<file path="config.mk">
export PLATFORM = sky130hd
export DESIGN_NAME = rc_channel_conditioner_unit
export DESIGN_NICKNAME = d
export VERILOG_FILES = /design/src/rtl/core/rcc_pkg.sv /design/src/rtl/core/rcc_regs.sv /design/src/rtl/core/rcc_mult.sv /design/src/rtl/core/rcc_div.sv /design/src/rtl/core/rc_channel_conditioner_unit.sv
export SDC_FILE = /design/constraint.sdc
export NUM_CORES = 1
export LEC_CHECK = 0
export BUFFER_PORTS_ARGS = -buffer_cell sky130_fd_sc_hd__buf_2
export CORE_ASPECT_RATIO = 2
export CORE_MARGIN = 5
export CORE_UTILIZATION = 40
export DETAILED_ROUTE_END_ITERATION = 12
export GPL_ROUTABILITY_DRIVEN = 1
export HOLD_SLACK_MARGIN = 0.03
export MAX_ROUTING_LAYER = met4
export PLACE_DENSITY = 0.61
export SYNTH_ARGS = -nofsm -noshare
export SYNTH_HDL_FRONTEND = slang
export SYNTH_SLANG_ARGS = --single-unit
</file>
<file path="constraint.sdc">
create_clock -name aclk -period 8.21 [get_ports aclk]
set_clock_uncertainty 0.05 [all_clocks]
set_input_delay 2.0525 -clock aclk [delete_from_list [all_inputs] [get_ports aclk]]
set_output_delay 2.0525 -clock aclk [all_outputs]
set_load 0.02 [all_outputs]
</file>
<file path="src/rtl/core/rcc_pkg.sv">
package rcc_pkg;

    // Widths of the calibration registers and of the result pulse.
    localparam int CFG_W  = 12;
    localparam int DZ_W   = 6;
    localparam int MODE_W = 4;
    localparam int OUT_W  = 12;

    // Result word width on the master side, padded to whole bytes.
    localparam int M_TDATA_W = 16;

    // APB address width: eight registers at byte addresses 0..28.
    localparam int APB_AW = 5;
    localparam int APB_DW = 32;

    // Rescale arithmetic widths: product of two register-wide magnitudes.
    localparam int PROD_W = 2 * CFG_W;

    // Centre dead zone constants.
    localparam logic [CFG_W-1:0] CENTRE_PULSE = 12'd1500;
    localparam logic [CFG_W-1:0] DZ_LOW_EDGE  = 12'd1450;
    localparam logic [CFG_W-1:0] DZ_HIGH_EDGE = 12'd1550;
    localparam logic [DZ_W-1:0]  DZ_LIMIT     = 6'd50;

    // Mode bit positions.
    localparam int MODE_FILTER  = 0;
    localparam int MODE_REVERSE = 1;
    localparam int MODE_FS_EN   = 2;
    localparam int MODE_DZ_OFF  = 3;

    // Register reset values.
    localparam logic [CFG_W-1:0]  RST_IN_MIN   = 12'd1000;
    localparam logic [CFG_W-1:0]  RST_IN_MAX   = 12'd2000;
    localparam logic [CFG_W-1:0]  RST_OUT_MIN  = 12'd1000;
    localparam logic [CFG_W-1:0]  RST_OUT_MAX  = 12'd2000;
    localparam logic [CFG_W-1:0]  RST_FS_LEVEL = 12'd975;
    localparam logic [CFG_W-1:0]  RST_FS_FLOOR = 12'd900;
    localparam logic [DZ_W-1:0]   RST_DEAD     = 6'd0;
    localparam logic [MODE_W-1:0] RST_MODE     = 4'd1;

    // Register indexes (word address).
    typedef enum logic [2:0] {
        REG_IN_MIN   = 3'd0,
        REG_IN_MAX   = 3'd1,
        REG_OUT_MIN  = 3'd2,
        REG_OUT_MAX  = 3'd3,
        REG_FS_LEVEL = 3'd4,
        REG_FS_FLOOR = 3'd5,
        REG_DEAD     = 3'd6,
        REG_MODE     = 3'd7
    } reg_idx_t;

    // Calibration set handed from the register file to the datapath.
    typedef struct packed {
        logic [CFG_W-1:0]  in_min;
        logic [CFG_W-1:0]  in_max;
        logic [CFG_W-1:0]  out_min;
        logic [CFG_W-1:0]  out_max;
        logic [CFG_W-1:0]  fs_level;
        logic [CFG_W-1:0]  fs_floor;
        logic [DZ_W-1:0]   dead_zone;
        logic [MODE_W-1:0] mode;
    } cfg_t;

    // Sequencer states.
    typedef enum logic [2:0] {
        ST_IDLE,
        ST_CALC,
        ST_PREP,
        ST_MUL,
        ST_DIV,
        ST_FIN
    } state_t;

endpackage

</file>
<file path="src/rtl/core/rcc_regs.sv">
module rcc_regs
    import rcc_pkg::*;
(
    input  logic              aclk,
    input  logic              aresetn,
    input  logic              psel,
    input  logic              penable,
    input  logic              pwrite,
    input  logic [APB_AW-1:0] paddr,
    input  logic [APB_DW-1:0] pwdata,
    output logic [APB_DW-1:0] prdata,
    output logic              pready,
    output cfg_t              cfg
);

    logic [CFG_W-1:0]  in_min_reg;
    logic [CFG_W-1:0]  in_max_reg;
    logic [CFG_W-1:0]  out_min_reg;
    logic [CFG_W-1:0]  out_max_reg;
    logic [CFG_W-1:0]  fs_level_reg;
    logic [CFG_W-1:0]  fs_floor_reg;
    logic [DZ_W-1:0]   dead_reg;
    logic [MODE_W-1:0] mode_reg;
    logic              wr_en;
    reg_idx_t          idx;

    assign pready = 1'b1;
    assign wr_en  = psel & penable & pwrite;
    assign idx    = reg_idx_t'(paddr[APB_AW-1:2]);

    // Register writes; values are cut to the register width.
    always_ff @(posedge aclk) begin
        if (!aresetn) begin
            in_min_reg   <= RST_IN_MIN;
            in_max_reg   <= RST_IN_MAX;
            out_min_reg  <= RST_OUT_MIN;
            out_max_reg  <= RST_OUT_MAX;
            fs_level_reg <= RST_FS_LEVEL;
            fs_floor_reg <= RST_FS_FLOOR;
            dead_reg     <= RST_DEAD;
            mode_reg     <= RST_MODE;
        end else if (wr_en) begin
            unique case (idx)
                REG_IN_MIN:   in_min_reg   <= pwdata[CFG_W-1:0];
                REG_IN_MAX:   in_max_reg   <= pwdata[CFG_W-1:0];
                REG_OUT_MIN:  out_min_reg  <= pwdata[CFG_W-1:0];
                REG_OUT_MAX:  out_max_reg  <= pwdata[CFG_W-1:0];
                REG_FS_LEVEL: fs_level_reg <= pwdata[CFG_W-1:0];
                REG_FS_FLOOR: fs_floor_reg <= pwdata[CFG_W-1:0];
                REG_DEAD:     dead_reg     <= pwdata[DZ_W-1:0];
                REG_MODE:     mode_reg     <= pwdata[MODE_W-1:0];
            endcase
        end
    end

    // Read-back multiplexer.
    always_comb begin
        unique case (idx)
            REG_IN_MIN:   prdata = APB_DW'(in_min_reg);
            REG_IN_MAX:   prdata = APB_DW'(in_max_reg);
            REG_OUT_MIN:  prdata = APB_DW'(out_min_reg);
            REG_OUT_MAX:  prdata = APB_DW'(out_max_reg);
            REG_FS_LEVEL: prdata = APB_DW'(fs_level_reg);
            REG_FS_FLOOR: prdata = APB_DW'(fs_floor_reg);
            REG_DEAD:     prdata = APB_DW'(dead_reg);
            REG_MODE:     prdata = APB_DW'(mode_reg);
        endcase
    end

    assign cfg.in_min    = in_min_reg;
    assign cfg.in_max    = in_max_reg;
    assign cfg.out_min   = out_min_reg;
    assign cfg.out_max   = out_max_reg;
    assign cfg.fs_level  = fs_level_reg;
    assign cfg.fs_floor  = fs_floor_reg;
    assign cfg.dead_zone = dead_reg;
    assign cfg.mode      = mode_reg;

endmodule

</file>
<file path="src/rtl/core/rcc_mult.sv">
module rcc_mult
    import rcc_pkg::*;
(
    input  logic               aclk,
    input  logic               aresetn,
    input  logic               start,
    input  logic [CFG_W-1:0]   mcand,
    input  logic [CFG_W-1:0]   mplier,
    output logic               done,
    output logic [PROD_W-1:0]  product
);

    localparam int CNT_W = $clog2(CFG_W);

    logic              busy_reg;
    logic              done_reg;
    logic [CNT_W-1:0]  cnt_reg;
    logic [CFG_W-1:0]  a_reg;
    logic [CFG_W-1:0]  hi_reg;
    logic [CFG_W-1:0]  lo_reg;
    logic [CFG_W:0]    sum;

    // One multiplier bit per cycle: add the multiplicand into the upper
    // half when the low bit is set, then shift the whole accumulator right.
    assign sum = {1'b0, hi_reg} + (lo_reg[0] ? {1'b0, a_reg} : '0);

    always_ff @(posedge aclk) begin
        if (!aresetn) begin
            busy_reg <= 1'b0;
            done_reg <= 1'b0;
            cnt_reg  <= '0;
        end else begin
            done_reg <= 1'b0;
            if (start) begin
                busy_reg <= 1'b1;
                cnt_reg  <= CNT_W'(CFG_W - 1);
            end else if (busy_reg) begin
                cnt_reg <= cnt_reg - 1'b1;
                if (cnt_reg == '0) begin
                    busy_reg <= 1'b0;
                    done_reg <= 1'b1;
                end
            end
        end
    end

    // Accumulator and operand registers.
    always_ff @(posedge aclk) begin
        if (start) begin
            a_reg  <= mcand;
            hi_reg <= '0;
            lo_reg <= mplier;
        end else if (busy_reg) begin
            hi_reg <= sum[CFG_W:1];
            lo_reg <= {sum[0], lo_reg[CFG_W-1:1]};
        end
    end

    assign done    = done_reg;
    assign product = {hi_reg, lo_reg};

endmodule

</file>
<file path="src/rtl/core/rcc_div.sv">
module rcc_div
    import rcc_pkg::*;
(
    input  logic               aclk,
    input  logic               aresetn,
    input  logic               start,
    input  logic [PROD_W-1:0]  dividend,
    input  logic [CFG_W-1:0]   divisor,
    output logic               done,
    output logic [PROD_W-1:0]  quotient
);

    localparam int CNT_W = $clog2(PROD_W);

    logic              busy_reg;
    logic              done_reg;
    logic [CNT_W-1:0]  cnt_reg;
    logic [CFG_W-1:0]  den_reg;
    logic [CFG_W-1:0]  rem_reg;
    logic [PROD_W-1:0] num_reg;
    logic [CFG_W:0]    shifted;
    logic [CFG_W+1:0]  diff;
    logic              fits;

    // Restoring division, one quotient bit per cycle. The dividend shifts
    // out at the top while quotient bits shift in at the bottom.
    assign shifted = {rem_reg, num_reg[PROD_W-1]};
    assign diff    = {1'b0, shifted} - {2'b00, den_reg};
    assign fits    = ~diff[CFG_W+1];

    always_ff @(posedge aclk) begin
        if (!aresetn) begin
            busy_reg <= 1'b0;
            done_reg <= 1'b0;
            cnt_reg  <= '0;
        end else begin
            done_reg <= 1'b0;
            if (start) begin
                busy_reg <= 1'b1;
                cnt_reg  <= CNT_W'(PROD_W - 1);
            end else if (busy_reg) begin
                cnt_reg <= cnt_reg - 1'b1;
                if (cnt_reg == '0) begin
                    busy_reg <= 1'b0;
                    done_reg <= 1'b1;
                end
            end
        end
    end

    // Remainder and dividend/quotient shift register.
    always_ff @(posedge aclk) begin
        if (start) begin
            den_reg <= divisor;
            rem_reg <= '0;
            num_reg <= dividend;
        end else if (busy_reg) begin
            rem_reg <= fits ? diff[CFG_W-1:0] : shifted[CFG_W-1:0];
            num_reg <= {num_reg[PROD_W-2:0], fits};
        end
    end

    assign done     = done_reg;
    assign quotient = num_reg;

endmodule

</file>
<file path="src/rtl/core/rc_channel_conditioner_unit.sv">
// Channel        Direction  Handshake                    Contents
// s_ (stream)    in         s_tvalid / s_tready          raw pulse word
// m_ (stream)    out        m_tvalid / m_tready          conditioned pulse, failsafe
// APB            in/out     psel, penable, pready        calibration registers
//
// A word passes ST_CALC, ST_PREP and ST_FIN when the result needs no rescaling
// (dead zone, below range, empty input range), adding ST_MUL and ST_DIV when it
// is rescaled: the bit-serial multiplier runs 12 steps, the restoring divider 24.
// Reset is synchronous and active low; it restores the register defaults
// and clears the filter and the failsafe latch.
// A new word is taken while a finished result still waits in the output
// register; the sequencer stalls only in its last state until that slot frees.
module rc_channel_conditioner_unit
    import rcc_pkg::*;
#(
    parameter int PULSE_BITS = 12
) (
    input  logic                         aclk,
    input  logic                         aresetn,
    input  logic                         s_tvalid,
    output logic                         s_tready,
    // [PULSE_BITS-1:0] pulse_in, rest zero
    input  logic [((PULSE_BITS+7)/8)*8-1:0] s_tdata,
    output logic                         m_tvalid,
    input  logic                         m_tready,
    // [11:0] pulse_out, [15:12] zero
    output logic [M_TDATA_W-1:0]         m_tdata,
    // [0] failsafe_active
    output logic                         m_tuser,
    input  logic                         psel,
    input  logic                         penable,
    input  logic                         pwrite,
    input  logic [APB_AW-1:0]            paddr,
    input  logic [APB_DW-1:0]            pwdata,
    output logic [APB_DW-1:0]            prdata,
    output logic                         pready
);

    // Compare width for the filtered pulse against register values.
    localparam int CW = (PULSE_BITS > CFG_W) ? PULSE_BITS : CFG_W;
    // Signed width of the clamped and possibly reversed pulse.
    localparam int RW = CFG_W + 2;
    // Signed width of the final sum before saturation.
    localparam int SW = PROD_W + 2;
    localparam logic [PULSE_BITS-1:0] PULSE_MASK = '1;

    cfg_t                    cfg;
    state_t                  state_reg;
    state_t                  state_next;

    logic [PULSE_BITS-1:0]   pin_reg;
    logic [PULSE_BITS-1:0]   filt_reg;
    logic                    flag_reg;
    logic [RW-1:0]           base_reg;
    logic                    use_q_reg;
    logic                    neg_reg;
    logic [CFG_W-1:0]        den_reg;
    logic                    m_tvalid_reg;
    logic [OUT_W-1:0]        pout_reg;
    logic                    fs_out_reg;

    logic                    mul_start;
    logic                    div_start;
    logic                    out_load;
    logic                    mul_done;
    logic                    div_done;
    logic [PROD_W-1:0]       product;
    logic [PROD_W-1:0]       quotient;

    logic [PULSE_BITS:0]     filt_sum;
    logic [PULSE_BITS-1:0]   filt_next;
    logic [CW-1:0]           filt_next_e;
    logic [CW-1:0]           level_e;
    logic                    flag_next;

    logic [CW-1:0]           fe;
    logic [CFG_W-1:0]        lo_bound;
    logic [CFG_W-1:0]        rc;
    logic [RW-1:0]           rcr;
    logic [RW-1:0]           rc_off;
    logic                    above_min;
    logic                    range_ok;
    logic [DZ_W-1:0]         dz;
    logic [CW-1:0]           dz_lo;
    logic [CW-1:0]           dz_hi;
    logic                    zone_hit;
    logic [CFG_W:0]          span;
    logic [CFG_W-1:0]        span_mag;
    logic [RW-1:0]           base_next;
    logic                    use_q_next;

    logic [SW-1:0]           q_signed;
    logic [SW-1:0]           res;
    logic [PULSE_BITS-1:0]   sat;

    rcc_regs u_regs (
        .aclk    (aclk),
        .aresetn (aresetn),
        .psel    (psel),
        .penable (penable),
        .pwrite  (pwrite),
        .paddr   (paddr),
        .pwdata  (pwdata),
        .prdata  (prdata),
        .pready  (pready),
        .cfg     (cfg)
    );

    // Filter and failsafe latch update.
    assign filt_sum    = {1'b0, pin_reg} + {1'b0, filt_reg};
    assign filt_next   = cfg.mode[MODE_FILTER] ? filt_sum[PULSE_BITS:1] : pin_reg;
    assign filt_next_e = CW'(filt_next);
    assign level_e     = CW'(cfg.fs_level);

    always_comb begin
        priority if (!cfg.mode[MODE_FS_EN]) begin
            flag_next = 1'b0;
        end else if (filt_next_e > level_e) begin
            flag_next = 1'b0;
        end else if (filt_next_e < level_e) begin
            flag_next = 1'b1;
        end else begin
            flag_next = flag_reg;
        end
    end

    // Clamp, reverse, dead zone and rescale decision on the filtered value.
    assign fe       = CW'(filt_reg);
    assign lo_bound = flag_reg ? cfg.fs_floor : cfg.in_min;

    always_comb begin
        priority if (fe < CW'(lo_bound)) begin
            rc = lo_bound;
        end else if (fe > CW'(cfg.in_max)) begin
            rc = cfg.in_max;
        end else begin
            rc = CFG_W'(fe);
        end
    end

    assign rcr = cfg.mode[MODE_REVERSE]
               ? RW'(cfg.in_max) + RW'(cfg.in_min) - RW'(rc)
               : RW'(rc);
    assign rc_off    = rcr - RW'(cfg.in_min);
    assign above_min = $signed(rcr) > $signed(RW'(cfg.in_min));
    assign range_ok  = cfg.in_max > cfg.in_min;

    assign dz       = (cfg.dead_zone > DZ_LIMIT) ? DZ_LIMIT : cfg.dead_zone;
    assign dz_lo    = CW'(DZ_LOW_EDGE) + CW'(dz);
    assign dz_hi    = CW'(DZ_HIGH_EDGE) - CW'(dz);
    assign zone_hit = !cfg.mode[MODE_DZ_OFF] && (dz != '0) && (fe > dz_lo) && (fe < dz_hi);

    assign span     = {1'b0, cfg.out_max} - {1'b0, cfg.out_min};
    assign span_mag = span[CFG_W] ? CFG_W'(-span) : span[CFG_W-1:0];

    always_comb begin
        use_q_next = 1'b0;
        priority if (zone_hit) begin
            base_next = RW'(CENTRE_PULSE);
        end else if (!above_min) begin
            base_next = flag_reg ? rcr : RW'(cfg.out_min);
        end else begin
            base_next  = RW'(cfg.out_min);
            use_q_next = range_ok;
        end
    end

    rcc_mult u_mult (
        .aclk    (aclk),
        .aresetn (aresetn),
        .start   (mul_start),
        .mcand   (span_mag),
        .mplier  (rc_off[CFG_W-1:0]),
        .done    (mul_done),
        .product (product)
    );

    rcc_div u_div (
        .aclk     (aclk),
        .aresetn  (aresetn),
        .start    (div_start),
        .dividend (product),
        .divisor  (den_reg),
        .done     (div_done),
        .quotient (quotient)
    );

    // Final sum and saturation to the pulse range.
    assign q_signed = neg_reg ? -SW'(quotient) : SW'(quotient);
    assign res      = {{(SW-RW){base_reg[RW-1]}}, base_reg} + (use_q_reg ? q_signed : '0);

    always_comb begin
        priority if (res[SW-1]) begin
            sat = '0;
        end else if (res > SW'(PULSE_MASK)) begin
            sat = PULSE_MASK;
        end else begin
            sat = res[PULSE_BITS-1:0];
        end
    end

    // Sequencer state register.
    always_ff @(posedge aclk) begin
        if (!aresetn) begin
            state_reg <= ST_IDLE;
        end else begin
            state_reg <= state_next;
        end
    end

    // Sequencer next state and strobes.
    always_comb begin
        state_next = state_reg;
        mul_start  = 1'b0;
        div_start  = 1'b0;
        out_load   = 1'b0;
        unique case (state_reg)
            ST_IDLE: begin
                if (s_tvalid) begin
                    state_next = ST_CALC;
                end
            end
            ST_CALC: begin
                state_next = ST_PREP;
            end
            ST_PREP: begin
                if (use_q_next) begin
                    mul_start  = 1'b1;
                    state_next = ST_MUL;
                end else begin
                    state_next = ST_FIN;
                end
            end
            ST_MUL: begin
                if (mul_done) begin
                    div_start  = 1'b1;
                    state_next = ST_DIV;
                end
            end
            ST_DIV: begin
                if (div_done) begin
                    state_next = ST_FIN;
                end
            end
            ST_FIN: begin
                if (!m_tvalid_reg || m_tready) begin
                    out_load   = 1'b1;
                    state_next = ST_IDLE;
                end
            end
            default: begin
                state_next = ST_IDLE;
            end
        endcase
    end

    assign s_tready = (state_reg == ST_IDLE);

    // Channel state and output valid.
    always_ff @(posedge aclk) begin
        if (!aresetn) begin
            filt_reg     <= '0;
            flag_reg     <= 1'b0;
            m_tvalid_reg <= 1'b0;
        end else begin
            if (state_reg == ST_CALC) begin
                filt_reg <= filt_next;
                flag_reg <= flag_next;
            end
            if (out_load) begin
                m_tvalid_reg <= 1'b1;
            end else if (m_tready) begin
                m_tvalid_reg <= 1'b0;
            end
        end
    end

    // Payload registers.
    always_ff @(posedge aclk) begin
        if (s_tvalid && s_tready) begin
            pin_reg <= s_tdata[PULSE_BITS-1:0];
        end
        if (state_reg == ST_PREP) begin
            base_reg  <= base_next;
            use_q_reg <= use_q_next;
            neg_reg   <= span[CFG_W];
            den_reg   <= cfg.in_max - cfg.in_min;
        end
        if (out_load) begin
            pout_reg   <= OUT_W'(sat);
            fs_out_reg <= flag_reg;
        end
    end

    assign m_tvalid = m_tvalid_reg;
    assign m_tdata  = {{(M_TDATA_W-OUT_W){1'b0}}, pout_reg};
    assign m_tuser  = fs_out_reg;

    // The multiplier and divider finish only while the sequencer waits on them.
    a_mul_done_state: assert property (@(posedge aclk) disable iff (!aresetn)
        mul_done |-> state_reg == ST_MUL)
        else $error("multiplier finished outside the multiply state");

    a_div_done_state: assert property (@(posedge aclk) disable iff (!aresetn)
        div_done |-> state_reg == ST_DIV)
        else $error("divider finished outside the divide state");

    // A loaded result is presented on the next cycle.
    a_load_shows: assert property (@(posedge aclk) disable iff (!aresetn)
        out_load |=> m_tvalid && m_tuser == $past(flag_reg))
        else $error("result not presented after load");

    // With failsafe disabled the latch is cleared by the next word.
    a_fs_disabled: assert property (@(posedge aclk) disable iff (!aresetn)
        (state_reg == ST_CALC && !cfg.mode[MODE_FS_EN]) |=> !flag_reg)
        else $error("failsafe latch set while disabled");

endmodule
</file>
# Word-level counts from Yosys, hierarchy flattened
# Cells that the tools add are included.
dict set report totals {
  output_inout_bits 52
  ff_bits 249
}
dict set report classes {
  n_bitwise 7
  n_lt_le_gt_ge 10
  n_eq_ne 17
  n_mux 50
  n_reduce_logical 30
  addsub 15
}
# operator count
set ops {}
lappend ops {{case mux 32 bit (8 select lines)} 1}
lappend ops {{2-to-1 mux 12 bit} 12}
lappend ops {{2-to-1 mux 26 bit} 2}
lappend ops {{> comparator 12 bit} 4}
lappend ops {{2-to-1 mux 24 bit} 2}
lappend ops {{< comparator 12 bit} 3}
lappend ops {{subtractor 13 x 12 -> 14 bit} 2}
lappend ops {{adder 12 x 12 -> 13 bit} 2}
lappend ops {{adder 26 bit} 1}
lappend ops {{> comparator 26 x 12 -> 1 bit, second input constant} 1}
lappend ops {{negator 24 -> 26 bit} 1}
lappend ops {{subtractor 12 bit} 2}
lappend ops {{2-to-1 mux 1 bit} 21}
lappend ops {{== test 3 bit, second input constant} 6}
lappend ops {{case mux 3 bit (6 select lines)} 1}
lappend ops {{AND reduction 2 bit} 9}
lappend ops {{2-to-1 mux 3 bit} 5}
lappend ops {{> comparator 14 x 13 -> 1 bit} 1}
lappend ops {{2-to-1 mux 14 bit} 1}
lappend ops {{adder 12 x 13 -> 13 bit} 1}
lappend ops {{subtractor 12 x 12 -> 13 bit} 1}
lappend ops {{adder 11 x 6 -> 12 bit, first input constant} 1}
lappend ops {{== test 3 x 2 -> 1 bit, second input constant} 4}
lappend ops {{negator 12 bit} 1}
lappend ops {{other kinds (24)} 44}

# Longest topological paths before layout
# Gate-level depths: netlist of run 1.
dict set report logic_depth {
  depth_word 11
  ltp_mapped 34
  ltp_nobuf 30
}

# By module
# From an unflattened synthesis of run 1, not the netlist that was laid out.
dict set report unflattened {
  hier_cells 2102
  area_unflattened_um2 18885.6
}
# mod area_per_inst_um2 cells_each n_inst
set modules_own_cells {}
lappend modules_own_cells {rc_channel_conditioner_unit 9955.8 1166 1}
lappend modules_own_cells {rcc_regs 3963.8 494 1}
lappend modules_own_cells {rcc_div 2841.5 247 1}
lappend modules_own_cells {rcc_mult 2124.5 195 1}

# Least setup slack after synthesis of run 1
# No wires, ideal clock.
dict set report synth_timing {
  path_type {register -> register}
  start {register flag_reg}
  end {register u_mult.a_reg[0] (enable)}
  path_buffers 5
  stages_incl_launch_ff 31
  slack_ps 774
  synth_period_minus_slack_ps 7436
  setup_time_ps 338
  t_arrival_ps 7048
  path_cell_list {dfxtp_1 -> buf_2 -> clkbuf_1 -> mux2i_1 -> ha_1 -> and3_1 -> a221o_1 -> a31o_2 -> a311oi_1 -> buf_2 -> mux2_2 -> fa_1 -> ha_1 -> a211o_1 -> o211ai_1 -> nand2b_1 -> a21oi_1 -> xnor2_1 -> nand2_1 -> o21ai_0 -> ha_1 -> and3_1 -> a221oi_1 -> a21oi_1 -> a41oi_1 -> a211o_1 -> o211ai_1 -> nand2_1 -> inv_2 -> buf_2 -> buf_2}
}
dict set report synth_via {
  elab_chain_cells 10
}
# element line
set synth_lines {}
lappend synth_lines {{start: declaration} rc_channel_conditioner_unit.sv:53} ;# logic flag_reg;
lappend synth_lines {{start signal: assignment} rc_channel_conditioner_unit.sv:268} ;# flag_reg <= flag_next;
lappend synth_lines {{2-to-1 mux 12 bit (*)} rc_channel_conditioner_unit.sv:129} ;# assign lo_bound = flag_reg ? cfg.fs_floor : cfg.in_min;
lappend synth_lines {{< comparator 12 bit} rc_channel_conditioner_unit.sv:132} ;# priority if (fe < CW'(lo_bound)) begin
lappend synth_lines {{2-to-1 mux 12 bit (*)} rc_channel_conditioner_unit.sv:132}
lappend synth_lines {{subtractor 13 x 12 -> 14 bit} rc_channel_conditioner_unit.sv:142} ;# ? RW'(cfg.in_max) + RW'(cfg.in_min) - RW'(rc)
lappend synth_lines {{2-to-1 mux 14 bit (*)} rc_channel_conditioner_unit.sv:142}
lappend synth_lines {{> comparator 14 x 13 -> 1 bit (*)} rc_channel_conditioner_unit.sv:145} ;# assign above_min = $signed(rcr) > $signed(RW'(cfg.in_min));
lappend synth_lines {{2-to-1 mux 1 bit (*)} rc_channel_conditioner_unit.sv:160} ;# end else if (!above_min) begin
lappend synth_lines {{2-to-1 mux 1 bit (*)} rc_channel_conditioner_unit.sv:158} ;# priority if (zone_hit) begin
lappend synth_lines {{2-to-1 mux 1 bit (*)} rc_channel_conditioner_unit.sv:227} ;# if (use_q_next) begin
lappend synth_lines {{2-to-1 mux 1 bit (*)} rc_channel_conditioner_unit.sv:217} ;# unique case (state_reg)
lappend synth_lines {{via mul_start} rc_channel_conditioner_unit.sv:62} ;# logic mul_start;
lappend synth_lines {{end signal: assignment} rcc_mult.sv:50} ;# a_reg <= mcand;
lappend synth_lines {{end: declaration} rcc_mult.sv:18} ;# logic [CFG_W-1:0] a_reg;
# Mark *: on every way through the listed nets, which the timed path passes. The rest lies on a longest branch.
# A chain may end at the register's enable or synchronous reset.

# Worst setup path after layout of run 1
dict set report layout_timing {
  start {register flag_reg}
  end {register u_mult.a_reg[8] (enable)}
}
dict set report layout_via {
  elab_chain_cells 10
}
# element line
set layout_lines {}
lappend layout_lines {{2-to-1 mux 12 bit (*)} rc_channel_conditioner_unit.sv:129}
lappend layout_lines {{< comparator 12 bit} rc_channel_conditioner_unit.sv:132}
lappend layout_lines {{2-to-1 mux 12 bit (*)} rc_channel_conditioner_unit.sv:132}
lappend layout_lines {{subtractor 13 x 12 -> 14 bit} rc_channel_conditioner_unit.sv:142}
lappend layout_lines {{2-to-1 mux 14 bit (*)} rc_channel_conditioner_unit.sv:142}
lappend layout_lines {{> comparator 14 x 13 -> 1 bit (*)} rc_channel_conditioner_unit.sv:145}
lappend layout_lines {{2-to-1 mux 1 bit (*)} rc_channel_conditioner_unit.sv:160}
lappend layout_lines {{2-to-1 mux 1 bit (*)} rc_channel_conditioner_unit.sv:158}
lappend layout_lines {{2-to-1 mux 1 bit (*)} rc_channel_conditioner_unit.sv:227}
lappend layout_lines {{2-to-1 mux 1 bit (*)} rc_channel_conditioner_unit.sv:217}
# Every way passes the cells marked *; elsewhere a longest branch is shown, timed or not.

==> results of run 1 <==
[placed cells by master (no fill, tap or decap), types with 15 or more instances in the layout]
cell       Yosys  final
a21oi_1      147    147
nor2b_1       29     29
o21a_1        22     22
nand4_1       16     16
nor3_1        35     35
a211oi_1      16     16
a41oi_1       17     17
o21ai_0      115    115
buf_2         11     60
buf_4         26     32
mux2i_1       61     61
edfxtp_1     113    113
clkbuf_16      0     25
a21o_1        26     26
xor2_1        30     30
nand3_1       49     49
o211ai_1      39     39
nand2b_1      29     29
ha_1         168    168
and2_1        50     50
or2_2         16     16
conb_1         2     25
inv_1        124    124
mux2_2        34     34
dfxtp_1      136    135
nand2_1      293    293
xnor2_1       80     80
or3_1         17     17
nor2_1       120    120
fa_1          19     19
o31ai_1       15     15
a31oi_1       15     15
[how the worst max path moves through the flow]
stage / startpoint / to / cells after the start
2_1_floorplan: flag_reg$_SDFFE_PN0P_ / u_mult.a_reg[0]$_DFFE_PP_ / 30
3_3_place_gp: flag_reg$_SDFFE_PN0P_ / u_mult.a_reg[11]$_DFFE_PP_ / 29
3_5_place_dp: flag_reg$_SDFFE_PN0P_ / u_mult.a_reg[10]$_DFFE_PP_ / 29
4_1_cts: flag_reg$_SDFFE_PN0P_ / u_mult.a_reg[7]$_DFFE_PP_ / 29
5_1_grt: flag_reg$_SDFFE_PN0P_ / u_mult.a_reg[8]$_DFFE_PP_ / 29
6_report: flag_reg$_SDFFE_PN0P_ / u_mult.a_reg[8]$_DFFE_PP_ / 29
[critical path, delay by kind of cell, from the launching register on]
family                     cells  cell delay (ns)
AOI/OAI and AO/OA             12             2.62
adders and majority gates      4             1.51
buffers and inverters          5             1.26
muxes                          2             0.72
and+or+nand+nor                5             0.65
DFF                            1             0.50
xor gates and xnor gates       1             0.08
[timing repair]
item | in CTS | in global routing
hold buffers | 0 | 0
resized for setup | 0 | 1
buffers inserted | 0 | 0
setup endpoints to repair | 0 | 12
endpoints found under the hold margin | 0 | 0
[cells in the mapped netlist, drive strengths merged, types with 51 or more instances]
cell type and n:
xnor2 81, nor2 120, clkbuf 80, nand2 293, edfxtp 113, and2 51, ha 168, dfxtp 136
a21oi 147, mux2i 61, o21ai 116, inv 126
[layer usage]
metal / wire [um] / part of all wire, %
met4: 5480 / 9.5
met3: 2000 / 3.5
met1: 18900 / 33
met2: 31300 / 54
met5: 0 / 0
[kinds of logic (layout without fill, tap and decap cells)]
logic type               Yosys count  in the layout  synth area share (%)
other                              2             25                0.0402
XOR/XNOR                         111            111                  5.24
flip-flops                       249            249                  32.7
adder cells (fa/ha/maj)          187            187                  13.3
AO/OA/AOI/OAI                    541            541                  19.2
multiplexers                      98             98                  5.68
buffers and inverters            253            266                  5.84
AND/OR/NAND/NOR                  708            708                  18.0
[through the flow]
step | setup WS, ns | power, mW | instances
6_report | 0.457 | 5.29 | 2812
5_1_grt | 0.130 | 5.65 | 2812
4_1_cts | 0.311 | 5.32 | 2812
3_5_place_dp | 0.336 | 4.06 | 2766
3_3_place_gp | 0.399 | 4.00 | 2766
2_1_floorplan | 0.774 | 3.40 | 2172
[power by group through the flow]
stage / combinational [mW] / sequential (mW) / clock (mW)
2_1_floorplan: 1.82 / 1.58 / 0
3_3_place_gp: 2.35 / 1.64 / 0
3_5_place_dp: 2.41 / 1.65 / 0
4_1_cts: 2.43 / 1.62 / 1.27
5_1_grt: 2.71 / 1.63 / 1.31
6_report: 2.43 / 1.62 / 1.24
[final cells by class]
cell class / count / area share, %
multi-input combinational: 1670 / 56.8
sequential: 249 / 30.0
tap: 627 / 3.85
clock buffer: 32 / 3.20
timing repair buffer: 93 / 2.75
inverter: 127 / 2.34
clock inverter: 14 / 1.03
==> flow_metrics.tcl, run 1 <==
set metrics [dict create \
    status "completed" \
    p_switching_mw 2.06 \
    via_per_inst 5.66 \
    syn_area_um2 18700 \
    setup_viol 0 \
    reg2reg_to "u_mult.a_reg[8]$_DFFE_PP_" \
    start_kind "flop" \
    r2r_slack_ns 0.46 \
    finalSetupTns_ns 0 \
    drtPass1Iterations 5 \
    tritoncts "yes" \
    grt_pass1_wl_mm 88.5 \
    slowest_delay_ns 0.50 \
    drive_gt1_share_pct 9.66 \
    wl_per_cell_um 20.5 \
    crit_type "flop to flop" \
    rr_worst_depth 29 \
    vias 15924 \
    drt-initial-drc-count 776 \
    clockBufferDepth 3 \
    multi_input_area_um2 11600 \
    grtUsageTotal_pct 22.7 \
    power_density_nw_per_um2 260 \
    hold_viol 0 \
    synthCells 2149 \
    tightest_slew_ns 1.24 \
    antenna_cells 0 \
    seq_power_share_pct 30.6 \
    hold_path_startpoint "den_reg[6]$_DFFE_PP_" \
    p_leak_nw 8.16 \
    clk_latency_ns 0.56 \
    grt_setup_unrepaired "false" \
    yosysUniqueCellTypes 91 \
    overflow 0 \
    ys_seq_area_share_pct 32.7 \
    slew-limit-headroom_pct 17.1 \
    path_common_cell "buf_4" \
    largest_reg_flops 24 \
    hold-path-endpoint "u_div.den_reg[6]$_DFFE_PP_" \
    cp-end-kind "flop" \
    worstPathArrival_ns 7.93 \
    final_area_um2 20400 \
    place_congestion 1.01 \
    switching_share_pct 38.9 \
    synth_area_leader_cell "edfxtp_1" \
    fin_util_pct 43.8 \
    ys_async_sr_fraction_pct 0 \
    portBuffers 60 \
    htree_num_levels 1 \
    gr-max-usage-layer "met2" \
    crit_fanout 24 \
    grt_pass1_vias 16126 \
    min_path_cells 0 \
    clock-sinks 249 \
    p_int_mw 3.23 \
    use_met3_pct 2.30 \
    io_pins 112 \
    synth_area_leaders "edfxtp_1 18%, dfxtp_1 15%, ha_1 11%, nand2_1 5.9%, a21oi_1 3.9%" \
    grt_max_degree 61 \
    vdd_drop_max_v 0.000214 \
    max_freq_mhz 129 \
    core_area_um2 46500 \
    regToRegStartpoint "flag_reg$_SDFFE_PN0P_" \
    place_area_um2 19500 \
    die_area_um2 51400 \
    synthFlopType "dfxtp_1" \
    die_y_um 316 \
    hold_ws_ns 0.371 \
    syn_to_final_growth_pct 9.04 \
    routed_wirelength_mm 57.6 \
    drtAntennaViolNets 0 \
    synth_seq_cells 249 \
    final_nets 2413 \
    synth_top_area_share_pct 18.2 \
    fillers 4680 \
    fp-row-count 112 \
    use_met2_pct 43.0 \
    drcViolationCount 0 \
    cts.clk_slew.worst_paths_ns 0.06 \
    critical_path.slowest_cell "dfxtp_2" \
    worstPathRequired_ns 8.38 \
    min_period_over_period_pct 94.4 \
    chipWidth_um 163 \
    worstHoldPathType "flop to flop" \
    initial_core_util_pct 40.2 \
    slew_violations 0 \
    synth-edff-count 113 \
    antenna_found_initial 0 \
    yosysWarnings 0 \
    syn_avg_cell_area_um2 8.70 \
    grtUsageMet1_pct 20.1 \
    ff_latch_area_um2 6120 \
    drv_cap 0 \
    cts-root-buf "clkbuf_16" \
    dp_hpwl_mm 46.1 \
    period_minus_slack_ns 7.75 \
    comb_power_share_pct 45.9 \
    cts_inserted_buffers 25 \
    power_frac_clock_pct 23.5 \
]
Power figures use the tool's default switching activity.
==> run 2: changes to the inputs <==
Settings changed: RECOVER_POWER from default to 25.
==> run 2 against run 1 <==
Effect of this change:
- the flow now finishes with violations (capacitance limit, slew limit)
- power hardly changed
- register-to-register slack better by 0.03 ns
- sequential share of layout area hardly changed
- first-iteration DRC count grew 0.26%
- wire length is essentially flat
- critical endpoint unchanged
- largest power group unchanged
==> flow_metrics.tcl, run 2 (synthesis results as in run 1) <==
set metrics [dict create \
    cts_setup_buffers 0 \
    place_worst_setup_slack_ns 0.336 \
    clk_latency_ns 0.57 \
    cts_resized 0 \
    place_area_um2 19500 \
    slew_violations 81 \
    power_density_nw_per_um2 260 \
    htree_num_levels 1 \
    crit_fanout 24 \
    chipWidth_um 163 \
    max_freq_mhz 129 \
    fp-row-count 112 \
    cts_inserted_buffers 25 \
    initial_core_util_pct 40.2 \
    worstPathRequired_ns 8.38 \
    seq_power_share_pct 30.6 \
    drtAntennaViolNets 0 \
    die_area_um2 51400 \
    antenna_cells 0 \
    final_area_um2 20400 \
    place_congestion 1.01 \
    hold_buffers 0 \
    switching_share_pct 39.0 \
    tightest_slew_ns 2.31 \
    routed_wirelength_mm 57.6 \
    power_frac_clock_pct 23.5 \
    cts-root-buf "clkbuf_16" \
    io_pins 112 \
    p_leak_nw 8.15 \
    die_y_um 316 \
    layout_common_cells "293 x nand2_1, 168 x ha_1, 147 x a21oi_1, 135 x dfxtp_1, 124 x inv_1" \
    slew-limit-headroom_pct -54.0 \
    setup_viol 0 \
    hold-path-endpoint "u_div.den_reg[6]$_DFFE_PP_" \
    slowest_delay_ns 0.49 \
    drt-initial-drc-count 778 \
    hold_viol 0 \
    min_period_over_period_pct 94.1 \
    critical_path.slowest_cell "dfxtp_2" \
    drive_gt1_share_pct 9.47 \
    antenna_found_initial 0 \
    portBuffers 60 \
    syn_to_final_growth_pct 8.98 \
    core_area_um2 46500 \
    grt_pass1_wl_mm 88.5 \
    grt_pass1_vias 16126 \
    grt_setup_unrepaired "false" \
    fin_util_pct 43.8 \
    violations "capacitance limit, slew limit" \
    vias 15974 \
    cp-end-kind "flop" \
    worstPathArrival_ns 7.90 \
    hold_path_startpoint "den_reg[6]$_DFFE_PP_" \
    clockBufferDepth 3 \
    worstHoldPathType "flop to flop" \
    grt_max_degree 61 \
    crit_type "flop to flop" \
    path_common_cell "buf_4" \
    wl_per_cell_um 20.5 \
    clock-sinks 249 \
    layout_commonest_cell "nand2_1" \
    dp_hpwl_mm 46.1 \
    drv_cap 2 \
    start_kind "flop" \
    vdd_drop_max_v 0.000215 \
    hold_ws_ns 0.371 \
    drtPass1Iterations 5 \
    period_minus_slack_ns 7.72 \
    comb_power_share_pct 45.9 \
    tritoncts "yes" \
    p_int_mw 3.23 \
    min_path_cells 0 \
    p_switching_mw 2.06 \
    final_nets 2413 \
    overflow 0 \
    cts.clk_slew.worst_paths_ns 0.06 \
    layout_setup_ws_ns 0.486 \
    finalSetupTns_ns 0 \
    via_per_inst 5.68 \
    rr_worst_depth 29 \
    regToRegStartpoint "flag_reg$_SDFFE_PN0P_" \
    drcViolationCount 0 \
    reg2reg_to "u_mult.a_reg[8]$_DFFE_PP_" \
    status "finished with violations" \
    r2r_slack_ns 0.49 \
    largest_reg_flops 24 \
    grtUsageTotal_pct 22.7 \
]
## run 2: changes by cell type in the layout (fill, tap and decap cells not counted), sizes merged
cell | before | now
clkbuf | 32 | 35
buf | 93 | 90
## run 2: how the worst max path moves through the flow
stage,start,to,cells after the start
floorplan,flag_reg$_SDFFE_PN0P_,u_mult.a_reg[0]$_DFFE_PP_,30
global placement,flag_reg$_SDFFE_PN0P_,u_mult.a_reg[11]$_DFFE_PP_,29
detailed placement,flag_reg$_SDFFE_PN0P_,u_mult.a_reg[10]$_DFFE_PP_,29
CTS,flag_reg$_SDFFE_PN0P_,u_mult.a_reg[7]$_DFFE_PP_,29
global route,flag_reg$_SDFFE_PN0P_,u_mult.a_reg[8]$_DFFE_PP_,29
finish,flag_reg$_SDFFE_PN0P_,u_mult.a_reg[8]$_DFFE_PP_,29
## run 2: metrics by stage
stage	power [mW]	std cells
final	5.30	2812
after global routing	5.65	2812
after CTS	5.32	2812
after detailed placement	4.06	2766
after global placement	4.00	2766
after floorplan	3.40	2172
## run 2: area by class of cell
type                    instances  area (um^2)
clock inverters                14          209
clock buffers                  32          652
repair buffers                 93          549
well taps                     627          785
multi-input cells            1670        11600
flip-flops and latches        249         6120
inverters                     127          477
fillers                      4681        26200
## run 2: power by group through the flow
stage	clock [mW]	combinational, mW	sequential (mW)
global placement	0	2.35	1.64
floorplan	0	1.82	1.58
global route	1.31	2.70	1.64
CTS	1.27	2.43	1.62
detailed placement	0	2.41	1.65
finish	1.24	2.43	1.62
## run 2: metal layers
layer	track usage, %	routed length (um)	vias to the layer above
met5	-	0	-
met1	20.1	18700	7554
met2	43.0	31100	478
met3	2.30	2210	211
li1	-	-	7731
met4	17.6	5570	0
## run 2: worst max-delay path: cells and delay by family (launching register included)
kind,cells,cell delay [ns]
fa+ha+maj,4,1.51
xor+xnor,1,0.08
flops,1,0.49
mux,2,0.72
compound gates,12,2.59
buf+inv,5,1.26
simple gates,5,0.65
